$ cat config.mk
export PLATFORM = sky130hd
export DESIGN_NAME = csem_cell
export DESIGN_NICKNAME = d
export VERILOG_FILES = /design/src/design/csem_pkg.sv /design/src/design/csem_cell.sv
export SDC_FILE = /design/constraint.sdc
export NUM_CORES = 1
export LEC_CHECK = 0
export ABC_AREA = 1
export BUFFER_PORTS_ARGS = -buffer_cell sky130_fd_sc_hd__buf_2
export CELL_PAD_IN_SITES_DETAIL_PLACEMENT = 1
export CELL_PAD_IN_SITES_GLOBAL_PLACEMENT = 1
export CORE_MARGIN = 4
export CORE_UTILIZATION = 30
export DETAILED_ROUTE_END_ITERATION = 16
export PLACE_DENSITY_LB_ADDON = 0.08
export SETUP_SLACK_MARGIN = 0.1
export SYNTH_ARGS = -nofsm -noshare
export SYNTH_HDL_FRONTEND = slang
export SYNTH_SLANG_ARGS = --single-unit
$ cat constraint.sdc
create_clock -name clk -period 2.65 [get_ports clk]
set_input_delay 0.53 -clock clk [delete_from_list [all_inputs] [get_ports clk]]
set_output_delay 0.53 -clock clk [all_outputs]
set_load 0.05 [all_outputs]
$ cat src/design/csem_pkg.sv
// Shared types and constants for the counting semaphore table.
package csem_pkg;

  localparam int DEF_NUM_ENTRIES = 16;
  localparam logic [31:0] MAX_POS_COUNT = 32'h7FFF_FFFF;

  typedef enum logic [1:0] {
    OP_GET    = 2'd0,
    OP_DELETE = 2'd1,
    OP_SIGNAL = 2'd2,
    OP_WAIT   = 2'd3
  } op_t;

  typedef enum logic [1:0] {
    ST_OK        = 2'd0,
    ST_FULL      = 2'd1,
    ST_NOT_FOUND = 2'd2,
    ST_BLOCK     = 2'd3
  } status_t;

  typedef enum logic [1:0] {
    FSM_IDLE  = 2'd0,
    FSM_CMP   = 2'd1,
    FSM_PRI   = 2'd2,
    FSM_APPLY = 2'd3
  } fsm_t;

  // Which per-cell match flag picks the working entry during the update phase.
  typedef enum logic [1:0] {
    SEL_NONE = 2'd0,
    SEL_NAME = 2'd1,
    SEL_FREE = 2'd2,
    SEL_HDL  = 2'd3
  } sel_kind_t;

  typedef struct packed {
    op_t                op;
    logic        [31:0] sem_name;
    logic signed [31:0] init_count;
    logic        [31:0] req_handle;
  } in_t;

  typedef struct packed {
    status_t     status;
    logic [31:0] out_handle;
    logic        wake;
    logic [31:0] wake_name;
  } out_t;

  // Command broadcast from the sequencer to every cell.
  typedef struct packed {
    logic               cmp_en;
    logic               pri_en;
    logic               apply_en;
    sel_kind_t          sel_kind;
    op_t                op;
    logic        [31:0] key_name;
    logic signed [31:0] key_init;
    logic        [31:0] key_handle;
    logic        [31:0] new_handle;
  } cmd_t;

  // Priority chain: set once any lower-numbered cell has the flag.
  typedef struct packed {
    logic name_seen;
    logic hdl_seen;
    logic free_seen;
  } pfx_t;

  // Gather chain: the selected cell ORs its contents in.
  typedef struct packed {
    logic        [31:0] name;
    logic signed [31:0] count;
    logic        [31:0] handle;
  } gat_t;

endpackage

$ cat src/design/csem_cell.sv
// One semaphore entry with its compare, priority and update logic.
module csem_cell (
  input  logic           clk,
  input  logic           rst_n,
  input  csem_pkg::cmd_t cmd,
  input  csem_pkg::pfx_t pfx_in,
  output csem_pkg::pfx_t pfx_out,
  input  csem_pkg::gat_t gat_in,
  output csem_pkg::gat_t gat_out
);

  logic        [31:0] name_r;
  logic signed [31:0] count_r;
  logic        [31:0] handle_r;

  logic name_eq_r;
  logic hdl_eq_r;
  logic free_r;

  logic first_name_r;
  logic first_hdl_r;
  logic first_free_r;

  logic sel;

  always_comb begin
    pfx_out.name_seen = pfx_in.name_seen | name_eq_r;
    pfx_out.hdl_seen  = pfx_in.hdl_seen  | hdl_eq_r;
    pfx_out.free_seen = pfx_in.free_seen | free_r;
  end

  always_comb begin
    case (cmd.sel_kind)
      csem_pkg::SEL_NAME: sel = first_name_r;
      csem_pkg::SEL_FREE: sel = first_free_r;
      csem_pkg::SEL_HDL:  sel = first_hdl_r;
      default:            sel = 1'b0;
    endcase
  end

  always_comb begin
    gat_out.name   = gat_in.name   | (sel ? name_r   : 32'd0);
    gat_out.count  = gat_in.count  | (sel ? count_r  : 32'sd0);
    gat_out.handle = gat_in.handle | (sel ? handle_r : 32'd0);
  end

  always_ff @(posedge clk) begin
    if (!rst_n) begin
      name_eq_r    <= 1'b0;
      hdl_eq_r     <= 1'b0;
      free_r       <= 1'b0;
      first_name_r <= 1'b0;
      first_hdl_r  <= 1'b0;
      first_free_r <= 1'b0;
    end else begin
      if (cmd.cmp_en) begin
        name_eq_r <= (name_r == cmd.key_name);
        hdl_eq_r  <= (handle_r == cmd.key_handle) && (cmd.key_handle != 32'd0);
        free_r    <= (handle_r == 32'd0);
      end
      if (cmd.pri_en) begin
        first_name_r <= name_eq_r & ~pfx_in.name_seen;
        first_hdl_r  <= hdl_eq_r  & ~pfx_in.hdl_seen;
        first_free_r <= free_r    & ~pfx_in.free_seen;
      end
    end
  end

  // Entry contents have a defined reset value, so they are cleared too.
  always_ff @(posedge clk) begin
    if (!rst_n) begin
      name_r   <= 32'd0;
      count_r  <= 32'sd0;
      handle_r <= 32'd0;
    end else if (cmd.apply_en && sel) begin
      case (cmd.op)
        csem_pkg::OP_GET: begin
          // A live entry with the same name is reused untouched.
          if (handle_r == 32'd0) begin
            name_r   <= cmd.key_name;
            count_r  <= cmd.key_init;
            handle_r <= cmd.new_handle;
          end
        end
        csem_pkg::OP_DELETE: begin
          handle_r <= 32'd0;
        end
        csem_pkg::OP_SIGNAL: begin
          if (count_r != csem_pkg::MAX_POS_COUNT) begin
            count_r <= count_r + 32'sd1;
          end
        end
        default: begin
          if (count_r > 32'sd0) begin
            count_r <= count_r - 32'sd1;
          end
        end
      endcase
    end
  end

endmodule

Word-level counts from Yosys, hierarchy flattened
Cells that the tools add are included.

Output and inout port bits: 99. Register bits after elaboration: 102. Latch bits: 0. Bits in writable memories: 0. ROM bits: 0. Memories: 0. Logic and storage cells: 55.

Divide/modulo/power cells: 0. Multipliers: 0. Add/sub/neg operators: 2. Shift-type cells: 0. Bitwise operators: 13. Multiplexer cells: 10. Reduce and logical (&&, ||, !) cells: 10. Order comparisons: 1. Equality and inequality tests: 10.

Operators by type and width (number): two-way mux 32 bit (7); OR 32 bit (3); one-hot mux 32 bit (3 select lines) (1); equality test 32 bit (2); one-hot mux 32 bit (2 select lines) (1); adder 32 x 2 -> 32 bit (second input constant) (1); greater-than comparator 32 x 1 -> 1 bit (second input constant) (1); logical NOT 32 bit (1); != test 32 x 31 -> 1 bit (second input constant) (1); nonzero test 32 bit (1); subtractor 32 x 2 -> 32 bit (second input constant) (1); equality test 2 bit (second input constant) (3); AND reduction 3 bit (2); AND reduction 5 bit (1); equality test 2 x 1 -> 1 bit (second input constant) (2); != test 2 bit (second input constant) (2); inverter 1 bit (4); bitwise AND 1 bit (3); OR 1 bit (3); one-hot mux 1 bit (3 select lines) (1); nonzero test 3 bit (1); logical AND 1 bit (2); logical NOT 2 bit (1); nonzero test 2 bit (1).

Logic depth before layout (Yosys ltp)
Gate-level depths: netlist of run 1.

Depth after elaboration: 4. Depth in mapped cells: 17. Gate-level depth less buffers: 17.

Worst setup path after synthesis of run 1
OpenSTA, ideal clock, no wires.

Path kind: input-to-reg. From: input cmd[128] in the netlist's numbering. To: register count_r[31]. Data arrival time: 2.633 ns. Cell stages on the path: 13. Slack: -0.115 ns. Required time: 2.518 ns. Path through: inv_1 > nand2_1 > ha_1 > nand2_1 > nor2_1 > inv_1 > nor3_1 > and2_1 > nand2_1 > nand3_1 > nand3_1 > nand2_1 > a21oi_1.

Cells in the longest elaborated chain, start to end: 3. Elaborated cells between the ends (all ways): 9. Classes of those cells: 4 x eq/ne; 1 x mux; 1 x bitwise; 3 x reduce/logical.

RTL lines: start, declared (line csem_cell.sv:5) `input csem_pkg::cmd_t cmd,`; equality test 2 bit, or another cell as far along (line csem_cell.sv:76) `case (cmd.op)`; != test 2 bit (no source line), or another cell as far along; AND reduction 5 bit (no source line); end signal, assigned (line csem_cell.sv:81) `count_r <= cmd.key_init;`; end signal, assigned (line csem_cell.sv:90) `count_r <= count_r + 32'sd1;`; end signal, assigned (line csem_cell.sv:95) `count_r <= count_r - 32'sd1;`; end, declared (line csem_cell.sv:13) `logic signed [31:0] count_r;`.

Several ways; a longest one is shown, not always the timed one. A chain may end at the register's enable or synchronous reset.

==> results of run 1 <==
[area by class of cell]
cell class	count	area [µm²]	area share (%)
inverter	236	885.9	7.982
clock buffer	9	225.2	2.029
multi-input combinational	1056	5405	48.70
clock inverter	7	81.33	0.7328
sequential	102	2043	18.41
timing repair buffer	366	1974	17.79
antenna	4	10.01	0.09019
tap	378	473.0	4.262
[path summary, 6_finish.rpt]
check	from	to	slack [ns]
max	first_free_r	gat_out[25]	0.32
min	cmd[13]	handle_r[13]	0.40
max reg2reg	count_r[0]	count_r[28]	0.47
min reg2reg	free_r	first_free_r	0.47
[cells in the final DEF (no fill, tap or decap), types with 13 or more instances in the layout]
cell type and instances:
o21bai_1 82, nor2_1 132, a31o_2 16, xnor2_1 17
a21oi_1 125, nor3_1 13, nand3_1 65, nand4_1 19
xor2_1 24, buf_2 334, inv_1 234, ha_1 33
buf_4 27, o21ai_0 72, nand2_1 414, dfxtp_1 101
[through the flow]
| step | worst slack (ns) | setup TNS (ns) |
|---|---|---|
| floorplan | 0.2203 | 0 |
| global placement | 0.03235 | 0 |
| detailed placement | -0.02160 | -0.04221 |
| CTS | 0.2926 | 0 |
| global route | 0.1114 | 0 |
| finish | 0.3203 | 0 |
[routing by layer]
metal  vias up  share of wire, %  GRT usage (%)
met4         6               1.2          4.771
li1       5256                 -              -
met2       256                48          40.47
met5         -             0.075              0
met3        29               5.0          3.362
met1      4822                45          29.61
[worst max-delay path: cells and delay by family (launching register included)]
kind / cells / cell delay [ns]
buffers and inverters: 3 / 0.55
AOI/OAI and AO/OA: 2 / 0.43
DFF: 1 / 0.33
and+or+nand+nor: 1 / 0.09
[cell families (layout without fill, tap and decap cells)]
kind of cell,Yosys count,in the layout
AND/OR/NAND/NOR,666,666
buffers and inverters,281,618
AO/OA/AOI/OAI,315,315
XOR/XNOR,41,41
other,0,4
adder cells (fa/ha/maj),34,34
flip-flops,102,102
[report_power, final]
part | total (µW) | internal, µW | switching (µW)
registers | 1670 | 1590 | 76.0
clock network | 1440 | 681 | 756
logic | 2020 | 679 | 1340
total | 5120 | 2950 | 2170
[flip-flops by register name, indices dropped and copies added, names as in the netlist]
name	flops
name_r	32
free_r	1
hdl_eq_r	1
first_name_r	1
count_r	32
handle_r	32
name_eq_r	1
first_free_r	1
first_hdl_r	1
[timing repair]
item | 4_1_cts | 5_1_grt
gates resized for setup | 0 | 1
setup buffers | 0 | 0
setup endpoints to repair | 0 | 2
hold endpoints to repair | 0 | 0
==> results_dict.tcl, run 1 <==
set metrics [dict create \
    cts_tree "yes" \
    postSynthCellCount 1439 \
    synth_fp_nets 1709 \
    worst_clock_skew_ns 0.02144 \
    ctsRootBufferMaster "clkbuf_16" \
    port_buffers 334 \
    fmax_ghz 0.4292 \
    timing_hold_violations_final 0 \
    category_of_the_worst_setup_path_capture_point "primary output" \
    async_flop_share_pct 0 \
    grt_max_degree 65 \
    required_ns 2.12 \
    synth-edff-count 0 \
    grt-ovfl-total 0 \
    synthDominantAreaCellType "dfxtp_1" \
    wire_per_inst_um 17.23 \
    fp.dieW_um 176.4 \
    synth-warning-count 0 \
    max_slew.worst_pin.slew_ns 0.5647 \
    setup_viol_count_final 0 \
    netlist-cell-type-count 31 \
    synth_register_bits 102 \
    maxSlewViolCount 0 \
    synth.area.top_cells "dfxtp_1 24%, nand2_1 18%, inv_1 10%" \
    ys.flop_type "dfxtp_1" \
    place_inst 2138 \
    first_global_vias 10530 \
    overall_die_area_mm2 0.03112 \
    worst_skew_pair.late_latency_ns 0.37 \
    setup_repair_after_global_routing_missed_its_margin "no" \
    worst_supply_voltage_drop_on_vdd_mv 0.2671 \
    yosysMostFrequentCell "nand2_1" \
    ys_seq_area_share_pct 24.00 \
    io-pin-count 335 \
    first_iter_violations 384 \
    post-route-util_pct 39.84 \
    final_net_count 2041 \
    holdCritPathClass "primary input to register" \
    fin_crit_ns 2.330 \
    drc_errors 0 \
    grtUsageTotal_pct 22.86 \
    post_synth_xor_area_fraction_pct 4.220 \
    pwr_cell_area_mw_per_mm2 461.4 \
    critical_path.max_fanout 52 \
    synth_compound_area_share_pct 22.31 \
    crit_chain "inv_1, o211ai_4, nand2_4, buf_12, o21bai_1, buf_2" \
    cts-buffers-inserted 9 \
    routed_wl_um 37180 \
    area_growth_syn_to_layout_pct 30.42 \
    syn_area_per_cell_um2 5.913 \
    finalNonFillerCells 2158 \
    layout.cell_area.non_filler_mm2 0.01110 \
    post-dp-hpwl_um 30780 \
    post_synth_mux_area_share_pct 0 \
    first_pass_iters 4 \
    run_status "completed" \
    numClockSinks 102 \
    start_util_pct 30.55 \
    synth.cells.most_frequent "415 x nand2_1, 235 x inv_1, 132 x nor2_1" \
    crit_slowest_cell "dfxtp_1" \
    vias 10370 \
    fillers 3855 \
    synthSimpleGateAreaFrac_pct 31.76 \
    fp-row-count 61 \
    postPlaceCellArea_mm2 0.01078 \
    cts_buffer_depth 2 \
    gp_congestion 0.8696 \
    post_drt_via_cell_ratio 4.805 \
    core_mm2 0.02786 \
    synth_adder_area_share_pct 5.087 \
    leakage_power_uw 0.005591 \
    ctsHoldBuffers 0 \
    finalPower_uw 5121 \
    worst_r2r_path_depth 12 \
    cts.reportedPaths.clkPinSlew_ns 0.10 \
    worstSetupStartpointType "register" \
    worst-endpoint-arrival_ns 1.80 \
    post_route_cells_drive_above_1_share_pct 23.20 \
    layout_worst_path_cycle_share_pct 87.91 \
    postRouteAntennaNets 0 \
    ctsHtreeMaxLevel 3 \
    worst-setup-path-type "register to primary output" \
    final.hold.worst_slack_ns 0.3951 \
    die_h_um 176.4 \
    antenna_found_initial 6 \
    yosysTopAreaCellShare_pct 24.00 \
    syn-cell-area_mm2 0.008509 \
    max_cap_violations 0 \
    slew_headroom_pct 62.35 \
    hold_path_depth 3 \
    critical_path_max_stage_delay_ns 0.33 \
    synth_top_family_by_area "simple AND/OR/NAND/NOR gates" \
    grt_first_pass_wirelength_um 56640 \
]
Power figures use the tool's default switching activity.
==> inputs of run 2 (changes only) <==
--- a/config.mk
+++ b/config.mk
@@ -9,6 +9,7 @@
 export BUFFER_PORTS_ARGS = -buffer_cell sky130_fd_sc_hd__buf_2
 export CELL_PAD_IN_SITES_DETAIL_PLACEMENT = 1
 export CELL_PAD_IN_SITES_GLOBAL_PLACEMENT = 1
+export CORE_ASPECT_RATIO = 0.5
 export CORE_MARGIN = 4
 export CORE_UTILIZATION = 30
 export DETAILED_ROUTE_END_ITERATION = 16
==> results_dict.tcl, run 2 (synthesized netlist as in run 1, its figures left out) <==
set metrics [dict create \
    cts_tree "yes" \
    max_cap_violations 0 \
    finalNonFillerCells 2192 \
    category_of_the_worst_setup_path_capture_point "primary output" \
    cts_setup_buffers 0 \
    first_pass_iters 5 \
    port_buffers 334 \
    gp_congestion 0.9301 \
    final.hold.worst_slack_ns 0.3983 \
    critical_path.startpoint "first_free_r" \
    first_global_vias 10900 \
    crit_slowest_cell "dfxtp_1" \
    grtUsageTotal_pct 24.49 \
    layout_commonest_cell "nand2_1" \
    cts-buffers-inserted 9 \
    drc_errors 0 \
    setup_repair_after_global_routing_missed_its_margin "yes" \
    post_route_cells_drive_above_1_share_pct 24.93 \
    antenna_found_initial 2 \
    area_growth_syn_to_layout_pct 33.45 \
    critical_path.max_fanout 22 \
    post-route-util_pct 40.83 \
    cts.reportedPaths.clkPinSlew_ns 0.07 \
    required_ns 2.12 \
    worst_r2r_startpoint "count_r[24]" \
    leakage_power_uw 0.005728 \
    worst_clock_skew_ns 0.01414 \
    post-dp-hpwl_um 32780 \
    cts_buffer_depth 2 \
    fp.dieW_um 246.2 \
    hp-start "cmd[133]" \
    first_iter_violations 588 \
    postRouteAntennaNets 0 \
    setup_viol_count_final 0 \
    globalRoute.busiestLayer "met2" \
    pwr_cell_area_mw_per_mm2 460.9 \
    reg2reg_slack_ns 0.29 \
    hold_path_depth 2 \
    die_h_um 127.1 \
    fp-row-count 43 \
    fmax_ghz 0.4109 \
    worst_skew_pair.late_latency_ns 0.38 \
    use_met1_pct 32.91 \
    maxSlewViolCount 0 \
    holdCritPathClass "primary input to register" \
    worst-endpoint-arrival_ns 1.90 \
    vias 10640 \
    critical_path_max_stage_delay_ns 0.33 \
    layout_worst_path_cycle_share_pct 91.84 \
    ctsRootBufferMaster "clkbuf_16" \
    run_status "completed" \
    worst_r2r_path_depth 12 \
    crit_family "buffers and inverters" \
    post_drt_via_cell_ratio 4.854 \
    groute.layer.met2.usage_pct 41.53 \
    crit_chain "inv_1, o211ai_4, nand2_8, buf_4, o21bai_1, buf_2" \
    worst_supply_voltage_drop_on_vdd_mv 0.3471 \
    start_util_pct 30.59 \
    cts-resized-gates 0 \
    worst-setup-path-type "register to primary output" \
    ctsHoldBuffers 0 \
    fin_crit_ns 2.434 \
    timing_hold_violations_final 0 \
    place_inst 2176 \
    timing.rr.end "count_r[13]" \
    worstSetupStartpointType "register" \
    grt_util_met3_pct 4.593 \
    grt_first_pass_wirelength_um 60130 \
    final_cell_mix "413 x nand2_1, 331 x buf_2, 234 x inv_1" \
    critical_path.n_buffers_inverters 3 \
    max_slew.worst_pin.slew_ns 0.6654 \
    largestRegisters "count_r x32, handle_r x32, name_r x32" \
    hold_end "first_name_r" \
    ctsHtreeMaxLevel 3 \
    io-pin-count 335 \
    final_net_count 2076 \
    wire_per_inst_um 17.92 \
    slew_headroom_pct 55.64 \
    grt_max_degree 65 \
    numClockSinks 102 \
    core_mm2 0.02782 \
    overall_die_area_mm2 0.03129 \
    routed_wl_um 39280 \
    grt-ovfl-total 0 \
]
[run 2: cell count changes in the layout (fill, tap and decap cells not counted), sizes merged]
| cell | before | now |
|---|---|---|
| buf | 366 | 398 |
| bufinv | 0 | 1 |
| clkbuf | 9 | 12 |
| clkinv | 4 | 2 |
| clkinvlp | 0 | 4 |
| diode | 4 | 1 |
| inv | 239 | 234 |
[run 2: worst max-delay path by stage]
stage	end	slack [ns]	depth (start not counted)
after floorplan	count_r[31]	0.22	13
after global placement	count_r[23]	-0.25	15
after detailed placement	count_r[23]	-0.17	15
after CTS	gat_out[22]	0.15	6
after global routing	count_r[23]	0.07	15
final	gat_out[25]	0.22	6
[run 2: area by class of cell]
cell class | instances | area [µm²]
clock inverters | 4 | 50.05
repair buffers | 400 | 2225
multi-input cells | 1056 | 5434
repair inverters | 1 | 5.005
diodes | 1 | 2.502
flip-flops and latches | 102 | 2043
well taps | 382 | 478.0
clock buffers | 10 | 229.0
fillers | 3871 | 16460
inverters | 236 | 889.6
[run 2: per-layer routing]
metal / vias to the layer above / share of wire [%]
met1: 5036 / 47
met5: - / 0.033
met4: 2 / 1.5
met2: 247 / 46
met3: 36 / 5.1
li1: 5320 / -
[run 2: power breakdown]
| part | internal [µW] | switching, µW |
|---|---|---|
| Sequential | 1590 | 73.3 |
| Combinational | 772 | 1420 |
| Clock | 722 | 656 |
| Total | 3090 | 2150 |
[run 2: stage by stage]
| stage | area, µm² | TNS, ns | power [µW] | worst slack [ns] |
|---|---|---|---|---|
| after global placement | 11030 | -0.6683 | 3834 | -0.2460 |
| final | 11360 | 0 | 5234 | 0.2161 |
| after floorplan | 8512 | 0 | 2999 | 0.2203 |
| after global routing | 11360 | 0 | 5586 | 0.07340 |
| after detailed placement | 11030 | -1.127 | 3875 | -0.1742 |
| after CTS | 11310 | 0 | 5273 | 0.1501 |
==> inputs of run 3 (changes only) <==
--- a/config.mk
+++ b/config.mk
@@ -11,7 +11,7 @@
 export CELL_PAD_IN_SITES_GLOBAL_PLACEMENT = 1
 export CORE_ASPECT_RATIO = 0.5
 export CORE_MARGIN = 4
-export CORE_UTILIZATION = 30
+export CORE_UTILIZATION = 33
 export DETAILED_ROUTE_END_ITERATION = 16
 export PLACE_DENSITY_LB_ADDON = 0.08
 export SETUP_SLACK_MARGIN = 0.1
==> constraint.sdc (replaced) <==
create_clock -name clk -period 2.5 [get_ports clk]
set_input_delay 0.5 -clock clk [delete_from_list [all_inputs] [get_ports clk]]
set_output_delay 0.5 -clock clk [all_outputs]
set_load 0.05 [all_outputs]
==> results_dict.tcl, run 3 (synthesized netlist as in run 1, its figures left out) <==
set metrics [dict create \
    run_status "completed" \
    area_growth_syn_to_layout_pct 34.08 \
    setup_slack_ns 0.1431 \
    grt_max_degree 81 \
    post_route_cells_drive_above_1_share_pct 25.84 \
    register_area_mm2 0.002043 \
    die_h_um 121.6 \
    numClockSinks 102 \
    pwr_cell_area_mw_per_mm2 487.8 \
    routed_wl_um 38520 \
    fp-row-count 41 \
    layout_commonest_cell "nand2_1" \
    post-dp-hpwl_um 31650 \
    cts-buffers-inserted 9 \
    vias 10660 \
    wire_per_inst_um 17.80 \
    critical_path_max_stage_delay_ns 0.29 \
    share_comb_of_total_power_pct 42.3 \
    net-switching-power_uw 2304 \
    io-pin-count 335 \
    leakage_power_uw 0.005799 \
    path_common_cell "nand2_1" \
    worst_supply_voltage_drop_on_vdd_mv 0.2654 \
    timing_hold_violations_final 0 \
    worst_r2r_path_depth 12 \
    overall_die_area_mm2 0.02858 \
    first_iter_violations 642 \
    timing.rr.end "count_r[28]" \
    worst_clock_skew_ns 0.01012 \
    ctsHoldBuffers 0 \
    worst-endpoint-arrival_ns 2.66 \
    postRouteAntennaNets 0 \
    setup_viol_count_final 0 \
    fillers 3568 \
    finalPower_uw 5566 \
    fp.dieW_um 235.1 \
    gp_congestion 0.9501 \
    category_of_the_worst_setup_path_capture_point "register" \
    seq_power_share_pct 31.7 \
    grt_first_pass_wirelength_um 59420 \
    largestRegisters "count_r x32, handle_r x32, name_r x32" \
    antenna_found_initial 1 \
    cts.reportedPaths.clkPinSlew_ns 0.08 \
    cts_buffer_depth 2 \
    core_mm2 0.02529 \
    reg2reg_slack_ns 0.28 \
    worst_r2r_startpoint "count_r[0]" \
    grtUsageTotal_pct 25.98 \
    post_drt_via_cell_ratio 4.925 \
    max_cap_violations 0 \
    hold_path_depth 3 \
    cts_tree "yes" \
    critical_path.max_fanout 30 \
    max_slew.worst_pin.slew_ns 0.6426 \
    power_frac_clock_pct 26.0 \
    setup_repair_after_global_routing_missed_its_margin "yes" \
    slew_headroom_pct 57.16 \
    first_global_vias 10930 \
    ctsRootBufferMaster "clkbuf_16" \
    start_util_pct 33.65 \
    worst_skew_pair.late_latency_ns 0.37 \
    hold_end "handle_r[16]" \
    final_net_count 2084 \
    fin_crit_ns 2.357 \
    crit_slowest_cell "ha_1" \
    drc_errors 0 \
    worst-setup-path-type "primary input to register" \
    port_buffers 334 \
    switching_share_pct 41.39 \
    pre_cts_ws_ns -0.3529 \
    first_pass_iters 5 \
    internal_power_uw 3262 \
    grt-ovfl-total 0 \
    fmax_ghz 0.4243 \
    area_of_the_multi_input_gates_mm2 0.005474 \
    required_ns 2.81 \
    ctsHtreeMaxLevel 3 \
    final_cell_mix "413 x nand2_1, 333 x buf_2, 235 x inv_1" \
    holdCritPathClass "primary input to register" \
    layout_worst_path_cycle_share_pct 94.28 \
    maxSlewViolCount 0 \
    crit_chain "buf_2, inv_1, nand2_2, buf_12, buf_4, ha_1, nand2_1, nor2_2, and3_1, nand2_1, nand2_1, o21ai_0, a21oi_1, nor2_1, nor2_1" \
    worstSetupStartpointType "primary input" \
    hp-start "cmd[16]" \
]
## run 3: cell types whose count changed in the layout (fill, tap and decap cells not counted), sizes merged
cell and change:
clkinv +1, clkbuf +1, buf +10, bufinv -1, inv +2, clkinvlp -3
## run 3: final cells by class
| class | instances | area share, % |
|---|---|---|
| Timing Repair Buffer | 409 | 20.05 |
| Clock buffer | 12 | 2.248 |
| Tap cell | 344 | 3.772 |
| Sequential cell | 102 | 17.91 |
| Multi-Input combinational cell | 1056 | 47.98 |
| Clock inverter | 4 | 0.2632 |
| Inverter | 236 | 7.764 |
| Antenna cell | 1 | 0.02193 |
## run 3: metal layers
metal,up-vias,routed length [µm],GRT usage [%]
met2,253,18080,44.09
met3,26,2256,6.243
met1,5044,17760,34.28
met5,-,13,0
met4,2,402,4.865
li1,5333,-,-
## run 3: metrics by stage
step	cells	hold slack, ns	TNS, ns	cell area, µm²	utilization (%)
finish	2164	0.3730	0	11410	45.11
global route	2163	0.3734	0	11410	45.10
CTS	2163	0.3439	0	11340	44.85
detailed placement	2147	0.4629	-2.825	11050	43.68
global placement	2147	0.4530	-1.919	11050	43.68
floorplan	1439	0.4415	0	8512	-
## run 3: power groups by stage
| stage | registers (µW) | logic [µW] | clock network [µW] |
|---|---|---|---|
| finish | 1760 | 2350 | 1450 |
| global route | 1770 | 2590 | 1550 |
| CTS | 1760 | 2330 | 1510 |
| detailed placement | 1800 | 2310 | 0 |
| global placement | 1800 | 2260 | 0 |
| floorplan | 1770 | 1410 | 0 |
## run 3: repair_timing
action / 4_1_cts / 5_1_grt
endpoints found under the setup margin: 4 / 12
gates resized for setup: 3 / 17
pin swaps: 0 / 1
buffers inserted: 0 / 0
## run 3: worst max-delay path by stage
stage	from	end	cells after the start
2_1_floorplan	cmd[128]	count_r[31]	13
3_3_place_gp	cmd[128]	count_r[23]	14
3_5_place_dp	cmd[128]	count_r[23]	14
4_1_cts	first_free_r	gat_out[28]	6
5_1_grt	cmd[128]	count_r[31]	17
6_report	cmd[128]	count_r[14]	15
## run 3: critical path: cells and delay by family
family	cells	cell delay, ns
AOI/OAI and AO/OA	2	0.33
and+or+nand+nor	8	1.02
buffers and inverters	4	0.51
adders and majority gates	1	0.29
